<file path="config.mk">
export PLATFORM = sky130hd
export DESIGN_NAME = pot_moving_average_scaler
export DESIGN_NICKNAME = d
export VERILOG_FILES = /design/src/pmas_pkg.sv /design/src/pot_moving_average_scaler.sv /design/src/pmas_ram.sv /design/src/pmas_front.sv /design/src/pmas_queue.sv /design/src/pmas_back.sv
export SDC_FILE = /design/constraint.sdc
export NUM_CORES = 1
export LEC_CHECK = 0
export BUFFER_PORTS_ARGS = -buffer_cell sky130_fd_sc_hd__buf_2
export CAP_MARGIN = 20
export CELL_PAD_IN_SITES_DETAIL_PLACEMENT = 1
export CELL_PAD_IN_SITES_GLOBAL_PLACEMENT = 1
export CORE_AREA = 4 4 208 210
export CTS_BUF_LIST = sky130_fd_sc_hd__clkbuf_16
export DETAILED_ROUTE_END_ITERATION = 16
export DIE_AREA = 0 0 212 214
export GPL_TIMING_DRIVEN = 0
export HOLD_SLACK_MARGIN = 0.05
export PLACE_DENSITY = 0.86
export SLEW_MARGIN = 10
export SYNTH_ARGS = -nofsm -noshare
export SYNTH_HDL_FRONTEND = slang
export SYNTH_SLANG_ARGS = --single-unit
</file>
<file path="constraint.sdc">
create_clock -name clk_i -period 20.8 [get_ports clk_i]
set_clock_uncertainty 0.15 [all_clocks]
set_input_delay 1.04 -clock clk_i [delete_from_list [all_inputs] [get_ports clk_i]]
set_output_delay 1.04 -clock clk_i [all_outputs]
set_load 0.03 [all_outputs]
</file>
<file path="src/pmas_pkg.sv">
// Shared constants and helpers for the potentiometer moving-average scaler.
package pmas_pkg;

  localparam int WINDOW_DEF  = 8;
  localparam int SAMPLE_W    = 12;
  localparam int OUT_W       = 16;
  localparam int PROD_W      = SAMPLE_W + OUT_W;
  localparam int BITS_W      = 5;
  localparam int BITS_MAX    = 16;
  localparam int ADDR_W      = 3;
  localparam int DATA_W      = 32;
  localparam int IN_TDATA_W  = 16;
  localparam int OUT_TDATA_W = 16;
  localparam int QUEUE_DEPTH = 2;

  localparam logic [BITS_W-1:0]   BITS_RESET = 5'd12;
  localparam logic [SAMPLE_W-1:0] FULL_SCALE = 12'hFFF;

  // register index, taken from paddr[2]
  localparam logic REG_OUTPUT_BITS = 1'b0;

  // (2^bits - 1), with bits saturated at sixteen
  function automatic logic [OUT_W-1:0] scale_factor(input logic [BITS_W-1:0] bits);
    logic [BITS_W-1:0] b;
    logic [OUT_W:0]    t;
    b = (bits > BITS_W'(BITS_MAX)) ? BITS_W'(BITS_MAX) : bits;
    t = ((OUT_W + 1)'(1) << b) - (OUT_W + 1)'(1);
    return t[OUT_W-1:0];
  endfunction

endpackage

</file>
<file path="src/pot_moving_average_scaler.sv">
// Top level of the potentiometer moving-average scaler.
//
//  channel   dir  handshake                   payload
//  s_axis    in   s_axis_tvalid/tready        tdata[11:0] sample
//  m_axis    out  m_axis_tvalid/tready        tdata[15:0] scaled_value, tuser value_changed
//  apb       in   psel/penable/pwrite/pready  reg 0 @ 0x0: output_bits[4:0], reset 12
//
//  Front end reads the ring when it takes a sample, then writes it and updates the sum;
//  it takes no new sample in between. The back end sets the rate: a load, the divide
//  steps, a multiply, the reduce steps and the output, one entry at a time.
//  A two-entry queue lets the front run ahead while the output is stalled.
//  Reset is asynchronous; no clearing pass, ring entries are used only once written.
module pot_moving_average_scaler #(
  parameter int WINDOW = pmas_pkg::WINDOW_DEF
) (
  input  logic                             clk_i,
  input  logic                             rst_ni,
  // stream in
  input  logic                             s_axis_tvalid,
  output logic                             s_axis_tready,
  input  logic [pmas_pkg::IN_TDATA_W-1:0]  s_axis_tdata,   // [11:0] sample, [15:12] zero
  // stream out
  output logic                             m_axis_tvalid,
  input  logic                             m_axis_tready,
  output logic [pmas_pkg::OUT_TDATA_W-1:0] m_axis_tdata,   // [15:0] scaled_value
  output logic                             m_axis_tuser,   // [0] value_changed
  // config
  input  logic                             psel,
  input  logic                             penable,
  input  logic                             pwrite,
  input  logic [pmas_pkg::ADDR_W-1:0]      paddr,
  input  logic [pmas_pkg::DATA_W-1:0]      pwdata,
  output logic [pmas_pkg::DATA_W-1:0]      prdata,
  output logic                             pready
);

  localparam int SLOT_W  = (WINDOW > 1) ? $clog2(WINDOW) : 1;
  localparam int CNT_W   = $clog2(WINDOW + 1);
  localparam int SUM_W   = pmas_pkg::SAMPLE_W + CNT_W;
  localparam int ENTRY_W = SUM_W + CNT_W;

  logic [pmas_pkg::BITS_W-1:0] bits_q, bits_d;
  logic                        cfg_wr;

  logic                        q_push, q_pop, q_full, q_valid;
  logic [SUM_W-1:0]            f_sum;
  logic [CNT_W-1:0]            f_cnt;
  logic [ENTRY_W-1:0]          q_out;
  logic [pmas_pkg::OUT_W-1:0]  b_value;

  // config register, written on the access phase
  assign pready = 1'b1;
  assign cfg_wr = psel && penable && pwrite && (paddr[2] == pmas_pkg::REG_OUTPUT_BITS);
  assign bits_d = cfg_wr ? pwdata[pmas_pkg::BITS_W-1:0] : bits_q;
  assign prdata = (paddr[2] == pmas_pkg::REG_OUTPUT_BITS) ?
                  pmas_pkg::DATA_W'(bits_q) : '0;

  always_ff @(posedge clk_i or negedge rst_ni) begin
    if (!rst_ni) begin
      bits_q <= pmas_pkg::BITS_RESET;
    end else begin
      bits_q <= bits_d;
    end
  end

  pmas_front #(
    .WINDOW (WINDOW),
    .SLOT_W (SLOT_W),
    .CNT_W  (CNT_W),
    .SUM_W  (SUM_W)
  ) u_front (
    .clk_i      (clk_i),
    .rst_ni     (rst_ni),
    .s_valid_i  (s_axis_tvalid),
    .s_ready_o  (s_axis_tready),
    .s_sample_i (s_axis_tdata[pmas_pkg::SAMPLE_W-1:0]),
    .q_full_i   (q_full),
    .q_push_o   (q_push),
    .q_sum_o    (f_sum),
    .q_cnt_o    (f_cnt)
  );

  // each entry: {count, window sum}
  pmas_queue #(
    .WIDTH (ENTRY_W),
    .DEPTH (pmas_pkg::QUEUE_DEPTH)
  ) u_queue (
    .clk_i   (clk_i),
    .rst_ni  (rst_ni),
    .push_i  (q_push),
    .data_i  ({f_cnt, f_sum}),
    .pop_i   (q_pop),
    .data_o  (q_out),
    .valid_o (q_valid),
    .full_o  (q_full)
  );

  pmas_back #(
    .CNT_W (CNT_W),
    .SUM_W (SUM_W)
  ) u_back (
    .clk_i       (clk_i),
    .rst_ni      (rst_ni),
    .q_valid_i   (q_valid),
    .q_sum_i     (q_out[SUM_W-1:0]),
    .q_cnt_i     (q_out[ENTRY_W-1:SUM_W]),
    .q_pop_o     (q_pop),
    .out_bits_i  (bits_q),
    .m_valid_o   (m_axis_tvalid),
    .m_ready_i   (m_axis_tready),
    .m_value_o   (b_value),
    .m_changed_o (m_axis_tuser)
  );

  assign m_axis_tdata = pmas_pkg::OUT_TDATA_W'(b_value);

endmodule

</file>
<file path="src/pmas_ram.sv">
// Generic single-write, single-read RAM with registered read data.
module pmas_ram #(
  parameter int WIDTH = 12,
  parameter int DEPTH = 8,
  parameter int AW    = (DEPTH > 1) ? $clog2(DEPTH) : 1
) (
  input  logic             clk_i,
  input  logic             we_i,
  input  logic [AW-1:0]    waddr_i,
  input  logic [WIDTH-1:0] wdata_i,
  input  logic             re_i,
  input  logic [AW-1:0]    raddr_i,
  output logic [WIDTH-1:0] rdata_o
);

  logic [WIDTH-1:0] mem_q [DEPTH];
  logic [WIDTH-1:0] rdata_q;

  always_ff @(posedge clk_i) begin
    if (we_i) begin
      mem_q[waddr_i] <= wdata_i;
    end
    if (re_i) begin
      rdata_q <= mem_q[raddr_i];
    end
  end

  assign rdata_o = rdata_q;

endmodule

</file>
<file path="src/pmas_front.sv">
// Front end: takes samples, keeps the sample ring and running window sum.
module pmas_front #(
  parameter int WINDOW = 8,
  parameter int SLOT_W = 3,
  parameter int CNT_W  = 4,
  parameter int SUM_W  = 16
) (
  input  logic                          clk_i,
  input  logic                          rst_ni,
  input  logic                          s_valid_i,
  output logic                          s_ready_o,
  input  logic [pmas_pkg::SAMPLE_W-1:0] s_sample_i,
  input  logic                          q_full_i,
  output logic                          q_push_o,
  output logic [SUM_W-1:0]              q_sum_o,
  output logic [CNT_W-1:0]              q_cnt_o
);

  localparam logic F_IDLE = 1'b0;
  localparam logic F_UPD  = 1'b1;

  logic                          state_q, state_d;
  logic [SLOT_W-1:0]             slot_q, slot_d, slot_nx;
  logic                          full_q, full_d, full_nx;
  logic [SUM_W-1:0]              sum_q, sum_d, sum_upd;
  logic [pmas_pkg::SAMPLE_W-1:0] sample_q;
  logic [pmas_pkg::SAMPLE_W-1:0] ring_rdata;
  logic [pmas_pkg::SAMPLE_W-1:0] old_sample;
  logic                          accept;
  logic                          last_slot;

  assign s_ready_o = (state_q == F_IDLE) && !q_full_i;
  assign accept    = s_valid_i && s_ready_o;

  // old entry is read at accept and arrives the cycle after
  pmas_ram #(
    .WIDTH (pmas_pkg::SAMPLE_W),
    .DEPTH (WINDOW),
    .AW    (SLOT_W)
  ) u_ring (
    .clk_i   (clk_i),
    .we_i    (state_q == F_UPD),
    .waddr_i (slot_q),
    .wdata_i (sample_q),
    .re_i    (accept),
    .raddr_i (slot_q),
    .rdata_o (ring_rdata)
  );

  always_comb begin
    last_slot  = (slot_q == SLOT_W'(WINDOW - 1));
    slot_nx    = last_slot ? '0 : slot_q + 1'b1;
    full_nx    = full_q | last_slot;
    // before the first wrap the slot being written was never filled
    old_sample = full_q ? ring_rdata : '0;
    sum_upd    = sum_q + SUM_W'(sample_q) - SUM_W'(old_sample);
  end

  always_comb begin
    state_d  = state_q;
    slot_d   = slot_q;
    full_d   = full_q;
    sum_d    = sum_q;
    q_push_o = 1'b0;
    unique case (state_q)
      F_IDLE: begin
        if (accept) begin
          state_d = F_UPD;
        end
      end
      F_UPD: begin
        q_push_o = 1'b1;
        slot_d   = slot_nx;
        full_d   = full_nx;
        sum_d    = sum_upd;
        state_d  = F_IDLE;
      end
      default: state_d = F_IDLE;
    endcase
  end

  assign q_sum_o = sum_upd;
  assign q_cnt_o = full_nx ? CNT_W'(WINDOW) : CNT_W'(slot_nx);

  always_ff @(posedge clk_i or negedge rst_ni) begin
    if (!rst_ni) begin
      state_q <= F_IDLE;
      slot_q  <= '0;
      full_q  <= 1'b0;
      sum_q   <= '0;
    end else begin
      state_q <= state_d;
      slot_q  <= slot_d;
      full_q  <= full_d;
      sum_q   <= sum_d;
    end
  end

  always_ff @(posedge clk_i) begin
    if (accept) begin
      sample_q <= s_sample_i;
    end
  end

endmodule

</file>
<file path="src/pmas_queue.sv">
// Short FIFO between front and back ends.
module pmas_queue #(
  parameter int WIDTH = 20,
  parameter int DEPTH = 2
) (
  input  logic             clk_i,
  input  logic             rst_ni,
  input  logic             push_i,
  input  logic [WIDTH-1:0] data_i,
  input  logic             pop_i,
  output logic [WIDTH-1:0] data_o,
  output logic             valid_o,
  output logic             full_o
);

  // DEPTH is a power of two, pointers wrap on their own
  localparam int PTR_W = (DEPTH > 1) ? $clog2(DEPTH) : 1;
  localparam int CNT_W = $clog2(DEPTH + 1);

  logic [WIDTH-1:0] slot_q [DEPTH];
  logic [PTR_W-1:0] wptr_q, rptr_q;
  logic [CNT_W-1:0] cnt_q;
  logic             do_push, do_pop;

  assign valid_o = (cnt_q != '0);
  assign full_o  = (cnt_q == CNT_W'(DEPTH));
  assign data_o  = slot_q[rptr_q];
  assign do_push = push_i && !full_o;
  assign do_pop  = pop_i && valid_o;

  always_ff @(posedge clk_i or negedge rst_ni) begin
    if (!rst_ni) begin
      wptr_q <= '0;
      rptr_q <= '0;
      cnt_q  <= '0;
    end else begin
      if (do_push) begin
        wptr_q <= wptr_q + 1'b1;
      end
      if (do_pop) begin
        rptr_q <= rptr_q + 1'b1;
      end
      if (do_push && !do_pop) begin
        cnt_q <= cnt_q + 1'b1;
      end else if (do_pop && !do_push) begin
        cnt_q <= cnt_q - 1'b1;
      end
    end
  end

  always_ff @(posedge clk_i) begin
    if (do_push) begin
      slot_q[wptr_q] <= data_i;
    end
  end

endmodule

</file>
<file path="src/pmas_back.sv">
// Back end: mean by iterative division, scaling, divide by full scale, change flag.
module pmas_back #(
  parameter int CNT_W = 4,
  parameter int SUM_W = 16
) (
  input  logic                        clk_i,
  input  logic                        rst_ni,
  input  logic                        q_valid_i,
  input  logic [SUM_W-1:0]            q_sum_i,
  input  logic [CNT_W-1:0]            q_cnt_i,
  output logic                        q_pop_o,
  input  logic [pmas_pkg::BITS_W-1:0] out_bits_i,
  output logic                        m_valid_o,
  input  logic                        m_ready_i,
  output logic [pmas_pkg::OUT_W-1:0]  m_value_o,
  output logic                        m_changed_o
);

  localparam int STEP_W = $clog2(SUM_W + 1);
  localparam int SW     = pmas_pkg::SAMPLE_W;
  localparam int PW     = pmas_pkg::PROD_W;
  localparam int OW     = pmas_pkg::OUT_W;

  localparam logic [2:0] B_IDLE = 3'd0;
  localparam logic [2:0] B_DIV  = 3'd1;
  localparam logic [2:0] B_MUL  = 3'd2;
  localparam logic [2:0] B_RED  = 3'd3;
  localparam logic [2:0] B_OUT  = 3'd4;

  logic [2:0]        state_q, state_d;
  logic [SUM_W-1:0]  dvd_q, dvd_d;
  logic [CNT_W-1:0]  rem_q, rem_d;
  logic [CNT_W-1:0]  div_q, div_d;
  logic [STEP_W-1:0] step_q, step_d;
  logic [PW-1:0]     r_q, r_d;
  logic [OW-1:0]     acc_q, acc_d;
  logic [OW-1:0]     prev_q, prev_d;
  logic              out_valid_q, out_valid_d;
  logic [OW-1:0]     out_value_q, out_value_d;
  logic              out_chg_q, out_chg_d;

  logic [CNT_W:0]    rem_sh, rem_diff;
  logic              ge;
  logic [PW-1:0]     prod;
  logic [OW-1:0]     r_hi;
  logic [SW-1:0]     r_lo;
  logic              out_free;

  // one restoring division step, quotient bits shift into the dividend
  always_comb begin
    rem_sh   = {rem_q, dvd_q[SUM_W-1]};
    ge       = (rem_sh >= {1'b0, div_q});
    rem_diff = rem_sh - {1'b0, div_q};
  end

  assign prod     = dvd_q[SW-1:0] * pmas_pkg::scale_factor(out_bits_i);
  assign r_hi     = r_q[PW-1:SW];
  assign r_lo     = r_q[SW-1:0];
  assign out_free = !out_valid_q || m_ready_i;

  always_comb begin
    state_d     = state_q;
    dvd_d       = dvd_q;
    rem_d       = rem_q;
    div_d       = div_q;
    step_d      = step_q;
    r_d         = r_q;
    acc_d       = acc_q;
    prev_d      = prev_q;
    out_valid_d = out_valid_q && !m_ready_i;
    out_value_d = out_value_q;
    out_chg_d   = out_chg_q;
    q_pop_o     = 1'b0;
    unique case (state_q)
      B_IDLE: begin
        if (q_valid_i) begin
          q_pop_o = 1'b1;
          dvd_d   = q_sum_i;
          div_d   = q_cnt_i;
          rem_d   = '0;
          step_d  = STEP_W'(SUM_W);
          state_d = B_DIV;
        end
      end
      B_DIV: begin
        dvd_d  = {dvd_q[SUM_W-2:0], ge};
        rem_d  = ge ? rem_diff[CNT_W-1:0] : rem_sh[CNT_W-1:0];
        step_d = step_q - 1'b1;
        if (step_q == STEP_W'(1)) begin
          state_d = B_MUL;
        end
      end
      B_MUL: begin
        r_d     = prod;
        acc_d   = '0;
        state_d = B_RED;
      end
      B_RED: begin
        // x / 4095: fold the 4096s back in, since 4096 = 4095 + 1
        if (r_hi != '0) begin
          acc_d = acc_q + r_hi;
          r_d   = PW'(r_lo) + PW'(r_hi);
        end else if (r_lo == pmas_pkg::FULL_SCALE) begin
          acc_d = acc_q + 1'b1;
          r_d   = '0;
        end else begin
          state_d = B_OUT;
        end
      end
      B_OUT: begin
        if (out_free) begin
          out_valid_d = 1'b1;
          out_value_d = acc_q;
          out_chg_d   = (acc_q != prev_q);
          prev_d      = acc_q;
          state_d     = B_IDLE;
        end
      end
      default: state_d = B_IDLE;
    endcase
  end

  always_ff @(posedge clk_i or negedge rst_ni) begin
    if (!rst_ni) begin
      state_q     <= B_IDLE;
      step_q      <= '0;
      prev_q      <= '0;
      out_valid_q <= 1'b0;
    end else begin
      state_q     <= state_d;
      step_q      <= step_d;
      prev_q      <= prev_d;
      out_valid_q <= out_valid_d;
    end
  end

  always_ff @(posedge clk_i) begin
    dvd_q       <= dvd_d;
    rem_q       <= rem_d;
    div_q       <= div_d;
    r_q         <= r_d;
    acc_q       <= acc_d;
    out_value_q <= out_value_d;
    out_chg_q   <= out_chg_d;
  end

  assign m_valid_o   = out_valid_q;
  assign m_value_o   = out_value_q;
  assign m_changed_o = out_chg_q;

endmodule

</file>
==> results_dict.tcl, run 1 <==
set metrics [dict create \
    hpwlAfterDp_microns 41820 \
    die-height_microns 214 \
    yosys-top-cells-count "edfxtp_1 (245), inv_1 (241), nand2_1 (236), fa_1 (155), ha_1 (119)" \
    worst_pin_slew_ps 972.7 \
    chipWidth_microns 212 \
    slew_headroom_pct 35.15 \
    antenna_found_initial 0 \
    yosysSeqAreaShare_pct 42.47 \
    worstSetupStartpointType "flip-flop" \
    initial_utilization_pct 49.47 \
    rsz0062_at_grt "no" \
    num_rows 75 \
    final-setup-viol-count 0 \
    h-tree-depth 2 \
    outcome "completed" \
    track_usage_pct 24.84 \
    tns_ps 0 \
    hold_start "u_back.prev_q[11]" \
    ys_top_cells_by_area "edfxtp_1 (36%), fa_1 (15%), ha_1 (7.2%)" \
    critPathKind "flip-flop to flip-flop" \
    io_pins 110 \
    multi_input_area_sq_mm 0.01050 \
    grt_first_pass_wirelength_microns 88740 \
    cts_buffers 34 \
    antenna_left 0 \
    overflow 0 \
    hold_viol_final 0 \
    cts_tree "done" \
    routedWlPerCell_microns 21.92 \
    grt_pass1_vias 16410 \
    placed_area_sq_mm 0.02175 \
    drc_errors 0 \
    drt_pre_antenna_iters 5 \
    avgSynthCellArea_sq_um 11.08 \
    crit_fanout 10 \
    critPathLaunch "bits_q[3]" \
    fin_crit_sh_pct 44.13 \
    cts_root_buffer "clkbuf_16" \
    dieArea_sq_mm 0.04537 \
    cp.arrival_ps 9370 \
    ys_warn_count 0 \
    cts_resized 0 \
    cp-end-kind "flip-flop" \
    syn_area_sq_mm 0.02057 \
    ys.flop_type "edfxtp_1" \
    synth-edff-count 245 \
    gp_congestion 0.8863 \
    viasPerCell 5.602 \
    nNetsFinal 2310 \
    clk_pin_slew_ps 60 \
    synth_top_cell_area_share_pct 35.77 \
    syn2layout_area_growth_pct 10.80 \
    cts.sinks 300 \
    wl_microns 55750 \
    ys_seq_elements 300 \
    vias 14250 \
    portBuffers 48 \
    r2r_start "bits_q[3]" \
    async_flop_share_pct 18.33 \
    drive_above_1_share_pct 10.53 \
    hp-class "flip-flop to flip-flop" \
    cts_buffer_depth 3 \
    seq_area_sq_mm 0.008736 \
    synth_cell_types 67 \
    maxCapViolCount 0 \
    drt-initial-drc-count 725 \
    grt_start_max_net_pins 56 \
    fill_cells 4430 \
    max_freq_mhz 109.0 \
    synth_most_common_cell "edfxtp_1" \
    synth_top_area_cell "edfxtp_1" \
    n_antenna_cell 0 \
    syn_inst 1857 \
    cp.required_ps 20990 \
    insertion_delay_ps 550 \
    core_sq_mm 0.04157 \
    ctsHoldBuffers 0 \
    design_area_sq_mm 0.02279 \
    period_needed_ps 9178 \
    slew_violations 0 \
    postCtsSetupBuffers 0 \
]
metrics by stage:
step / hold WS [ps] / instances / util (%) / setup slack, ps
after floorplan: 310.8 / 1883 / - / 13790
after global placement: 327.0 / 2470 / 51.91 / 12230
after detailed placement: 333.6 / 2481 / 52.33 / 11710
after CTS: 347.6 / 2543 / 54.82 / 11690
after global routing: 375.6 / 2543 / 54.82 / 11260
final: 340.0 / 2543 / 54.82 / 11620
layout by cell type (no fill, tap or decap), types with 13 or more instances in the layout:
| cell type | netlist | final |
|---|---|---|
| dfrtp_1 | 53 | 53 |
| o21ai_0 | 78 | 77 |
| ha_1 | 119 | 119 |
| a21oi_1 | 50 | 50 |
| xor2_1 | 49 | 49 |
| clkbuf_1 | 82 | 82 |
| mux4_2 | 24 | 24 |
| edfxtp_1 | 245 | 245 |
| nand2b_1 | 23 | 23 |
| mux2i_1 | 17 | 17 |
| nand3_1 | 22 | 22 |
| and2_1 | 81 | 81 |
| buf_2 | 3 | 50 |
| o21a_1 | 15 | 15 |
| conb_1 | 2 | 28 |
| inv_1 | 241 | 246 |
| nor3_1 | 16 | 14 |
| nor2b_1 | 28 | 28 |
| nand4_1 | 13 | 13 |
| buf_4 | 28 | 30 |
| a21o_1 | 25 | 25 |
| fa_1 | 155 | 155 |
| xnor2_1 | 35 | 35 |
| nor2_1 | 81 | 79 |
| clkbuf_16 | 0 | 34 |
| nand2_1 | 236 | 236 |
| mux2_2 | 28 | 28 |
cell type report:
type / instances / area share [%]
clock inverter: 28 / 0.8126
sequential: 300 / 38.34
tap: 539 / 2.959
clock buffer: 34 / 3.734
timing repair buffer: 59 / 1.697
buffer: 119 / 2.438
inverter: 241 / 3.970
multi-input combinational: 1223 / 46.06
flip-flops by register name, indices dropped and copies added, names as in the netlist, 16 cells and up:
register / count
u_front.u_ring.mem_q: 96
u_queue.slot_q: 40
u_back.r_q: 28
u_back.acc_q: 16
u_back.dvd_q: 16
u_back.m_value_o: 16
u_back.prev_q: 16
u_front.sum_q: 16
kinds of logic after synthesis:
kind of cell	count (synthesis)	share of synthesized area [%]
DFF	300	42.47
other	2	0.03651
buffers and inverters	360	7.099
xor gates and xnor gates	84	3.577
adders and majority gates	274	22.33
AOI/OAI and AO/OA	235	7.264
and+or+nand+nor	533	12.23
muxes	69	4.988
routing by layer:
layer	track usage (%)	vias to the layer above	routed length, microns
met3	3.339	145	2242
li1	-	6385	-
met1	29.89	7346	21670
met4	9.661	0	2231
met5	0	-	0
met2	44.95	371	29610
path summary, 6_finish.rpt:
check / end / slack [ps] / cells past startpoint
max: u_back.r_q[25] / 11620 / 27
min: u_back.prev_q[11] / 340 / 2
max reg2reg: u_back.r_q[25] / 11620 / 27
min reg2reg: u_back.prev_q[11] / 340 / 2
max in group asynchronous: u_back.state_q[0] / 19500 / 1
min in group asynchronous: bits_q[1] / 400 / 1
critical path, cell delays in order, from the launching register on:
cell and delay [ps]:
dfstp_2 560, or2_0 330, or3_1 370, clkbuf_1 720, ha_1 350, clkbuf_1 360
nand2_1 140, nor2_1 130, a31oi_1 50, o21ai_0 460, clkbuf_1 550, nand2_1 170
fa_1 510, fa_1 540, inv_1 70, fa_1 500, fa_1 500, inv_1 50
fa_1 480, inv_1 40, ha_1 330, a21o_1 180, a31o_1 210, a21o_1 210
a221oi_4 430, nor3_2 100, o31a_1 250, nor3_1 230
Power of run 1 is not shown: default switching activity piles up to over one toggle a cycle in this logic, so the estimate is an artifact.
==> run 2, diff against run 1 <==
--- a/config.mk
+++ b/config.mk
@@ -5,14 +5,15 @@
 export SDC_FILE = /design/constraint.sdc
 export NUM_CORES = 1
 export LEC_CHECK = 0
+export ABC_AREA = 1
 export BUFFER_PORTS_ARGS = -buffer_cell sky130_fd_sc_hd__buf_2
 export CAP_MARGIN = 20
 export CELL_PAD_IN_SITES_DETAIL_PLACEMENT = 1
 export CELL_PAD_IN_SITES_GLOBAL_PLACEMENT = 1
-export CORE_AREA = 4 4 208 210
+export CORE_AREA = 4 4 219 221
 export CTS_BUF_LIST = sky130_fd_sc_hd__clkbuf_16
 export DETAILED_ROUTE_END_ITERATION = 16
-export DIE_AREA = 0 0 212 214
+export DIE_AREA = 0 0 223 225
 export GPL_TIMING_DRIVEN = 0
 export HOLD_SLACK_MARGIN = 0.05
 export PLACE_DENSITY = 0.86
==> constraint.sdc (replaced) <==
create_clock -name clk_i -period 8.75 [get_ports clk_i]
set_clock_uncertainty 0.15 [all_clocks]
set_input_delay 0.4375 -clock clk_i [delete_from_list [all_inputs] [get_ports clk_i]]
set_output_delay 0.4375 -clock clk_i [all_outputs]
set_load 0.03 [all_outputs]
==> run 2 against run 1 <==
Synthesized cell count up 37%; hold slack worse by 86 ps; worst setup slack worse by 9900 ps; register-to-register slack worse by 9900 ps; flip-flop and latch count unchanged; highest routed layer unchanged; sequential share of layout area down 2.6 points; first-iteration DRC count up 68%.
==> results_dict.tcl, run 2 <==
set metrics [dict create \
    fin_crit_sh_pct 80.42 \
    ys_seq_elements 300 \
    final_common_cell "nand2_1" \
    wl_microns 66580 \
    finish.utilization_pct 52.97 \
    num_rows 79 \
    worstSetupStartpointType "flip-flop" \
    ys_top_cells_by_area "edfxtp_1 (34%), fa_1 (14%), nand2_1 (11%)" \
    grt_first_pass_wirelength_microns 106000 \
    timing.rr.end "u_back.r_q[23]" \
    multi_input_area_sq_mm 0.01098 \
    r2r_slack_ps 1710 \
    min_path_cells 3 \
    cts_root_buffer "clkbuf_16" \
    portBuffers 48 \
    io_pins 110 \
    maxCapViolCount 0 \
    viasPerCell 5.416 \
    cp.required_ps 8940 \
    synth_top_cell_area_share_pct 33.60 \
    track_usage_pct 26.53 \
    largest_reg_flops 96 \
    layout_setup_ws_ps 1713 \
    drt-initial-drc-count 1217 \
    dp_slack_ps 1801 \
    regMostFlops "u_front.u_ring.mem_q" \
    max_freq_mhz 142.1 \
    antenna_found_initial 0 \
    synthAdderAreaFrac_pct 20.97 \
    synthSimpleGateAreaFrac_pct 21.19 \
    gp_congestion 0.9068 \
    die-height_microns 225 \
    hold_viol_final 0 \
    slew_headroom_pct 39.40 \
    critPathKind "flip-flop to flip-flop" \
    grt_pass1_vias 20130 \
    syn_inst 2537 \
    chipWidth_microns 223 \
    dieArea_sq_mm 0.05018 \
    cts_buffer_depth 3 \
    antenna_left 0 \
    syn2layout_area_growth_pct 11.67 \
    layout_common_cells "nand2_1 (643), inv_1 (465), nor2_1 (295)" \
    synth_cell_types 54 \
    overflow 0 \
    grt_start_max_net_pins 56 \
    postCtsSetupBuffers 0 \
    h-tree-depth 2 \
    core_sq_mm 0.04616 \
    crit_top_cell "nand2_1" \
    n_antenna_cell 0 \
    rsz0062_at_grt "no" \
    syn_area_sq_mm 0.02190 \
    synth-xor-area-share_pct 1.531 \
    ys.flop_type "edfxtp_1" \
    design_area_sq_mm 0.02445 \
    min_to "bits_q[3]" \
    synth_most_common_cell "nand2_1" \
    outcome "completed" \
    routedWlPerCell_microns 20.09 \
    worst_pin_slew_ps 904.8 \
    ys_warn_count 0 \
    placed_area_sq_mm 0.02316 \
    yosys-top-cells-count "nand2_1 (643), inv_1 (457), nor2_1 (297), edfxtp_1 (245), fa_1 (155)" \
    reg_top3 "u_front.u_ring.mem_q: 96 flops, u_queue.slot_q: 40 flops, u_back.r_q: 28 flops" \
    synthMuxAreaShare_pct 0 \
    drive_above_1_share_pct 7.425 \
    clk_pin_slew_ps 60 \
    cp-end-kind "flip-flop" \
    synth_top_area_cell "edfxtp_1" \
    seq_area_sq_mm 0.008736 \
    drc_errors 0 \
    cp.arrival_ps 7230 \
    final-setup-viol-count 0 \
    hp-class "input pin to flip-flop" \
    fill_cells 5440 \
    drt_pre_antenna_iters 5 \
    hold_start "pwrite" \
    avgSynthCellArea_sq_um 8.631 \
    synth-edff-count 245 \
    nNetsFinal 3014 \
    slew_violations 0 \
    cts.sinks 300 \
    cts_buffers 35 \
    async_flop_share_pct 18.33 \
    period_needed_ps 7037 \
    vias 17950 \
    cp_slowest_stage_delay_ps 610 \
    cts_resized 0 \
    tns_ps 0 \
    synth_top_family_by_area "simple AND/OR/NAND/NOR gates" \
    critPathSlowestCell "dfstp_2" \
    yosysSeqAreaShare_pct 39.90 \
    crit_fanout 10 \
    insertion_delay_ps 540 \
    synth-compound-area-share_pct 5.903 \
    cts_tree "done" \
    initial_utilization_pct 47.43 \
    r2r_cells 28 \
    hpwlAfterDp_microns 51260 \
    r2r_start "bits_q[3]" \
]
-- run 2: final cells by class --
cell class	instances	area share (%)
multi-input combinational	1689	44.91
buffer	99	2.052
inverter	475	7.322
clock inverter	26	0.7727
timing repair buffer	82	2.431
sequential	300	35.73
clock buffer	36	3.684
tap	607	3.106
-- run 2: how the worst max path moves through the flow --
stage	slack, ps	to	depth (start not counted)	from
after floorplan	2880	u_back.r_q[20]	28	bits_q[3]
after global placement	2020	u_back.r_q[27]	29	bits_q[3]
after detailed placement	1800	u_back.r_q[23]	28	bits_q[3]
after CTS	1770	u_back.r_q[23]	28	bits_q[3]
after global routing	1310	u_back.r_q[22]	30	bits_q[3]
final	1710	u_back.r_q[23]	28	bits_q[3]
-- run 2: repair_timing --
action / 4_1_cts / 5_1_grt
endpoints found under the hold margin: 72 / 0
hold buffers: 20 / 0
endpoints found under the setup margin: 0 / 0
-- run 2: logic make-up (layout without fill, tap and decap cells) --
kind of cell | count (synthesis) | count (layout)
AND/OR/NAND/NOR | 1123 | 1123
other | 2 | 28
buffers and inverters | 574 | 718
adder cells (fa/ha/maj) | 274 | 274
flip-flops | 300 | 300
XOR/XNOR | 34 | 34
AO/OA/AOI/OAI | 230 | 230
-- run 2: critical path: cells and delay by family, from the launching register on --
family          cells  cell delay (ps)
fa+ha+maj           7             3270
flops               1              610
simple gates       13             1990
compound gates      1              140
buf+inv             7              680
-- run 2: through the flow --
step                hold slack (ps)  cells
finish                        253.7   3314
global route                  265.9   3314
CTS                           213.4   3314
detailed placement            326.8   3232
global placement              315.4   3218
floorplan                    -8.091   2563
-- run 2: per-layer routing --
metal / global-route usage, % / vias up / part of all wire (%)
li1: - / 8222 / -
met2: 49.22 / 543 / 52
met3: 3.270 / 217 / 4.3
met1: 30.30 / 8965 / 38
met5: 0 / - / 0
met4: 13.02 / 0 / 5.0
Power of run 2 is left out for the same reason.
